$ cat config.mk
export PLATFORM = sky130hd
export DESIGN_NAME = tcw_ctrl
export DESIGN_NICKNAME = d
export VERILOG_FILES = /design/src/rtl/tcw_pkg.sv /design/src/rtl/tcw_ctrl.sv
export SDC_FILE = /design/constraint.sdc
export NUM_CORES = 1
export LEC_CHECK = 0
export BUFFER_PORTS_ARGS = -buffer_cell sky130_fd_sc_hd__clkbuf_2
export CAP_MARGIN = 30
export CORE_AREA = 2 2 39 41
export DETAILED_ROUTE_END_ITERATION = 7
export DIE_AREA = 0 0 41 43
export GPL_TIMING_DRIVEN = 0
export SLEW_MARGIN = 20
export SYNTH_ARGS = -nofsm -noshare
export SYNTH_HDL_FRONTEND = slang
export SYNTH_SLANG_ARGS = --single-unit
$ cat constraint.sdc
create_clock -name clock -period 1.65 [get_ports clock]
set_input_delay 0.165 -clock clock [delete_from_list [all_inputs] [get_ports clock]]
set_output_delay 0.165 -clock clock [all_outputs]
set_load 0.05 [all_outputs]
$ cat src/rtl/tcw_pkg.sv
package tcw_pkg;

   // Screen geometry
   localparam int COLS   = 80;
   localparam int ROWS   = 25;
   localparam int CELLS  = COLS * ROWS;
   localparam int ADDR_W = $clog2(CELLS);

   // Field widths
   localparam int KIND_W = 3;
   localparam int CH_W   = 8;
   localparam int ATTR_W = 8;
   localparam int COL_W  = 7;
   localparam int ROW_W  = 5;
   localparam int OFS_W  = 11;
   localparam int CELL_W = 16;
   localparam int REQ_W  = 32;
   localparam int RSP_W  = 40;

   // Operation codes
   localparam logic [KIND_W-1:0] KIND_PRINT = 3'd0;
   localparam logic [KIND_W-1:0] KIND_SET   = 3'd1;
   localparam logic [KIND_W-1:0] KIND_CLEAR = 3'd2;
   localparam logic [KIND_W-1:0] KIND_MARK  = 3'd3;
   localparam logic [KIND_W-1:0] KIND_READ  = 3'd4;

   // Character codes and blank attribute after reset
   localparam logic [CH_W-1:0]   CH_NEWLINE   = 8'd10;
   localparam logic [CH_W-1:0]   CH_BACKSPACE = 8'd8;
   localparam logic [CH_W-1:0]   CH_BLANK     = 8'h20;
   localparam logic [ATTR_W-1:0] RESET_ATTR   = 8'd7;

   // Commands from the controller to the datapath
   typedef struct packed {
      logic latch;   // capture the incoming item
      logic exec;    // apply cursor update and single cell write
      logic copy;    // one step of the scroll copy
      logic drain;   // flush last copy write, aim counter at bottom row
      logic fill;    // blank one cell with the programmed attribute
      logic init;    // blank one cell with the reset attribute
      logic load;    // load the result register
   } cmd_type;

   // Status from the datapath to the controller
   typedef struct packed {
      logic is_clear;
      logic need_scroll;
      logic copy_last;
      logic fill_last;
   } sts_type;

   // Linear cell address of a position
   function automatic logic [ADDR_W-1:0] cell_addr(input logic [ROW_W-1:0] r,
                                                   input logic [COL_W-1:0] c);
      cell_addr = ADDR_W'(int'(r) * COLS + int'(c));
   endfunction

endpackage

$ cat src/rtl/tcw_ctrl.sv
module tcw_ctrl (
   input  logic             clock,
   input  logic             reset,
   input  logic             req_tvalid,
   output logic             req_tready,
   output logic             rsp_tvalid,
   input  logic             rsp_tready,
   input  tcw_pkg::sts_type sts,
   output tcw_pkg::cmd_type cmd
);

   typedef enum logic [2:0] {
      S_INIT,
      S_IDLE,
      S_EXEC,
      S_COPY,
      S_DRAIN,
      S_FILL,
      S_DONE
   } state_type;

   state_type state_ff, state_in;
   logic      rsp_valid_ff;
   logic      load;

   assign load = (state_ff == S_DONE) && (!rsp_valid_ff || rsp_tready);

   // Decode commands and next state
   always_comb begin
      cmd       = '0;
      state_in  = state_ff;
      cmd.load  = load;
      unique case (state_ff)
         S_INIT: begin
            cmd.init = 1'b1;
            if (sts.fill_last) state_in = S_IDLE;
         end
         S_IDLE: begin
            cmd.latch = req_tvalid;
            if (req_tvalid) state_in = S_EXEC;
         end
         S_EXEC: begin
            cmd.exec = 1'b1;
            priority if (sts.is_clear)   state_in = S_FILL;
            else if (sts.need_scroll)    state_in = S_COPY;
            else                         state_in = S_DONE;
         end
         S_COPY: begin
            cmd.copy = 1'b1;
            if (sts.copy_last) state_in = S_DRAIN;
         end
         S_DRAIN: begin
            cmd.drain = 1'b1;
            state_in  = S_FILL;
         end
         S_FILL: begin
            cmd.fill = 1'b1;
            if (sts.fill_last) state_in = S_DONE;
         end
         S_DONE: begin
            if (load) state_in = S_IDLE;
         end
         default: state_in = S_IDLE;
      endcase
   end

   // Hold state and result valid
   always_ff @(posedge clock) begin
      if (reset) begin
         state_ff     <= S_INIT;
         rsp_valid_ff <= 1'b0;
      end else begin
         state_ff <= state_in;
         if (load)            rsp_valid_ff <= 1'b1;
         else if (rsp_tready) rsp_valid_ff <= 1'b0;
      end
   end

   assign req_tready = state_ff == S_IDLE;
   assign rsp_tvalid = rsp_valid_ff;

endmodule

# --- Word-level counts from Yosys, hierarchy flattened ---
# Index checks and enable logic that the tools add are counted.
word_totals:
  register_bits: 4
  out_inout_bits: 9
classes:
  mux: 16
  eq_ne: 11
  n_reduce_logical: 6
ops:
  columns: ["cell", "n"]
  rows:
  - ["$mux 3", 7]
  - ["$pmux 3 s7", 1]
  - ["$ne 2x2->1 const B", 5]
  - ["$eq 3x3->1 const B", 3]
  - ["$mux 1", 8]
  - ["$eq 3x2->1 const B", 2]
  - ["$reduce_and 5->1", 1]
  - ["$eq 3x1->1 const B", 1]
  - ["$logic_not 3->1", 1]
  - ["$reduce_bool 2->1", 1]
  - ["$logic_and 1x1->1", 1]
  - ["$logic_not 1->1", 1]
  - ["$logic_or 1x1->1", 1]

# --- Logic depth before layout (Yosys ltp) ---
depth:
  ltp_word: 5
  depth_mapped: 5

# --- Least setup slack after synthesis ---
# Ideal clock, no wire load.
synth_path:
  kind: "flip-flop to output port"
  start: "register state_ff[2]"
  end: "output port cmd[6] (netlist name)"
  path_slack_ps: -826
  t_arrival_ps: 2311
  path_stages_with_launch: 4
  n_path_buf: 1
  path_cell_list: "dfxtp_1 buf_4 nor3b_1 and2_1"
synth_lines:
  columns: ["element", "line", "text"]
  rows:
  - ["start, declared", "tcw_ctrl.sv:22", "state_type state_ff, state_in;"]
  - ["start signal, assigned", "tcw_ctrl.sv:73", "state_ff <= state_in;"]
  - ["end, declared", "tcw_ctrl.sv:9", "output tcw_pkg::cmd_type cmd"]

# --- Worst setup path in the final report ---
layout_path:
  start: "register state_ff[2]"
  end: "register state_ff[2]"
layout_between:
  elab_chain_len: 4
  word_cells_on_any_way: 15
  cone_classes: "eq/ne: 11; mux: 1; reduce/logical: 3"
layout_lines:
  columns: ["element", "line", "text"]
  rows:
  - ["$eq 3x3->1", "tcw_ctrl.sv:26, tcw_ctrl.sv:33", null]
  - ["$logic_and 1x1->1", "tcw_ctrl.sv:26", "assign load = (state_ff == S_DONE) && (!rsp_valid_ff || rsp_tready);"]
  - ["$ne 2x2->1 (no source line)", null, null]
  - ["$reduce_and 5->1 (no source line)", null, null]
# Parallel ways exist; a longest one is shown, timed or not.
# A chain may end at the register's enable or synchronous reset.

==> results.json <==
{
  "setup_viol": 0,
  "ioPinCount": 17,
  "crit_slowest_cell": "or4_4",
  "p_leak_nw": 0.2521,
  "tns_ns": 0,
  "grt_max_degree": 11,
  "synth_area_um2": 354.1,
  "viasPerCell": 4.815,
  "yosys-top-cells-area": "dfxtp_1 23%, nor3b_1 11%, and4bb_1 7.1%, buf_6 6.4%, a21oi_1 4.2%",
  "drtIter0Drc": 1,
  "path_class": "reg2reg",
  "cp_top_family": "simple AND/OR/NAND/NOR gates",
  "finalPower_mw": 0.9092,
  "synth_area_leader_cell": "dfxtp_1",
  "period_share_pct": 98.82,
  "finClkSkew_ns": 0.0006984,
  "relSlewSlack_pct": 81.48,
  "status": "complete, no violations",
  "start_util_pct": 25.59,
  "htree_levels": 1,
  "dr_total_vias": 390,
  "cts_sinks": 4,
  "p_switching_mw": 0.4527,
  "worst_slack_ns": 0.01947,
  "portBuffers": 16,
  "rsz0062_at_grt": "yes",
  "ant_nets": 0,
  "ir_drop_uv": 456.2,
  "finalHoldViolCount": 0,
  "period_minus_slack_ns": 1.631,
  "gp_congestion": 0.5877,
  "cp_num_buf_inv": 0,
  "ctsRootBufferMaster": "clkbuf_4",
  "grt_pass1_wl_mm": 1.352,
  "antenna-diode-count": 0,
  "crit_path_end_kind": "flip-flop",
  "cts_buffers": 3,
  "ys_seq_elements": 4,
  "clk_pin_slew_worst_paths_ns": 0.04,
  "tightest_slew_ns": 0.2789,
  "fin_nets": 75,
  "antenna_found_initial": 0,
  "cts_hold_buf": 0,
  "syn_nets": 51,
  "p_sw_share_pct": 49.79,
  "die_y_um": 43,
  "area_growth_pct": 53.71,
  "pwr_density_cell_nw_per_um2": 1670,
  "syn_area_per_cell_um2": 8.235,
  "first_pass_iters": 3,
  "die_w_um": 41,
  "place_ws_ns": -0.01882,
  "first_global_vias": 349,
  "drv.max_cap_violation_count": 0,
  "drc": 0,
  "insertion_delay_ns": 0.24,
  "core-area_um2": 1384,
  "dieArea_um2": 1763,
  "rows": 14,
  "fin_util_pct": 39.33,
  "drive_above_1_share_pct": 61.54,
  "wire_per_inst_um": 10.53,
  "clk_path_buf_depth": 2,
  "intPower_mw": 0.4565,
  "ys_warn_count": 0,
  "wl_um": 853,
  "crit_fanout": 5,
  "yosysSeqAreaShare_pct": 22.61,
  "crit_arrival_ns": 1.80,
  "overflow": 0,
  "p_seq_share_pct": 17.4,
  "slew_violations": 0,
  "hold_class": "in2reg",
  "syn_inst": 43,
  "cp_cell_sequence": "and4bb_1, or3_4, or4_4, a21oi_2",
  "track_usage_pct": 11.55,
  "clockPowerShare_pct": 13.5,
  "synthDominantCellAreaShare_pct": 22.61,
  "ys_types": 24,
  "required_ns": 1.82,
  "cp-start-kind": "flip-flop",
  "critPathMaxStageDelay_ns": 0.52,
  "hpwl_um": 625.2,
  "fmax_ghz": 0.6133,
  "p_comb_share_pct": 69.1,
  "cts_tree": "yes"
}
[state kept, by name, summed over array words and instances, names as in the netlist]
name / count
rsp_tvalid: 1
state_ff: 3
[placed cells by master, fill, tap and decap left out]
cell and instances:
nor2_1 1, nor2b_1 1, nor3b_1 2, nor4_2 1, or3_4 1, nand3b_1 1
o31ai_1 1, nor4_1 1, or2b_2 1, nor3b_4 1, dfxtp_2 3, nor3b_2 2
a21oi_2 1, nand2_1 3, clkbuf_4 4, and2_1 1, clkbuf_2 15, mux2i_1 1
inv_1 3, o211ai_1 1, buf_4 5, buf_6 2, dfxtp_1 1, a21oi_1 2
and4bb_1 2, and3_1 1, nor3_2 2, a211o_2 1, o21ai_0 3, or4_4 1
[per-layer routing]
metal	global-route usage (%)	vias to the layer above	part of all wire [%]	wire (um)
met4	10.00	0	1.8	15
met1	12.54	175	39	331
met5	0	-	0	0
met2	18.13	11	55	471
met3	1.571	2	4.0	34
li1	-	202	-	-
[stage by stage]
step | hold WS (ns) | std cells | cell area (um2)
2_1_floorplan | 0.2341 | 43 | 385.4
3_3_place_gp | 0.3801 | 75 | 485.5
3_5_place_dp | 0.3828 | 75 | 485.5
4_1_cts | 0.1282 | 81 | 530.5
5_1_grt | 0.1376 | 81 | 544.3
6_report | 0.1272 | 81 | 544.3
[Yosys cell counts, drive strengths merged]
master	count
a211o	1
a21oi	3
and2	1
and3	1
and4bb	2
buf	4
dfxtp	4
inv	3
mux2i	1
nand2	3
nand3b	1
nor2	1
nor2b	1
nor3	2
nor3b	5
nor4	2
o211ai	1
o21ai	3
o31ai	1
or2b	1
or3	1
or4	1
[cell type report]
| cell class | count | area (um2) |
|---|---|---|
| clock buffers | 3 | 22.52 |
| inverters | 3 | 11.26 |
| repair buffers | 19 | 105.1 |
| flip-flops and latches | 4 | 83.83 |
| plain buffers | 4 | 37.54 |
| fillers | 150 | 839.6 |
| well taps | 16 | 20.02 |
| multi-input cells | 32 | 264.0 |
[kinds of logic (layout without fill, tap and decap cells)]
kind of cell           Yosys count  count (layout)  synth area share, %
DFF                              4               4                22.62
muxes                            1               1                2.827
AOI/OAI and AO/OA                9               9                15.55
buffers and inverters            7              29                13.78
and+or+nand+nor                 22              22                45.23
[power groups by stage]
| stage | registers (mW) | logic [mW] | clock network [mW] |
|---|---|---|---|
| after CTS | 0.153 | 0.618 | 0.129 |
| after global routing | 0.162 | 0.685 | 0.133 |
| after floorplan | 0.149 | 0.484 | 0 |
| after global placement | 0.153 | 0.579 | 0 |
| after detailed placement | 0.154 | 0.584 | 0 |
| final | 0.158 | 0.628 | 0.122 |
[path summary, 6_finish.rpt]
path              slack [ns]  depth (start not counted)                      from                       end
hold / removal          0.13                          2                     reset  state_ff[2]$_SDFFE_PP0P_
hold reg to reg         0.59                          2   rsp_tvalid$_SDFFE_PP0P_   rsp_tvalid$_SDFFE_PP0P_
setup / recovery        0.02                          4  state_ff[2]$_SDFFE_PP0P_  state_ff[2]$_SDFFE_PP0P_
setup reg to reg        0.02                          4  state_ff[2]$_SDFFE_PP0P_  state_ff[2]$_SDFFE_PP0P_
[what timing repair did]
| action | CTS | global route |
|---|---|---|
| setup buffers | 3 | 0 |
| setup endpoints to repair | 1 | 3 |
| gates resized for setup | 0 | 7 |
| gates cloned | 0 | 0 |
Note: power is estimated with default switching activity, not from simulation.
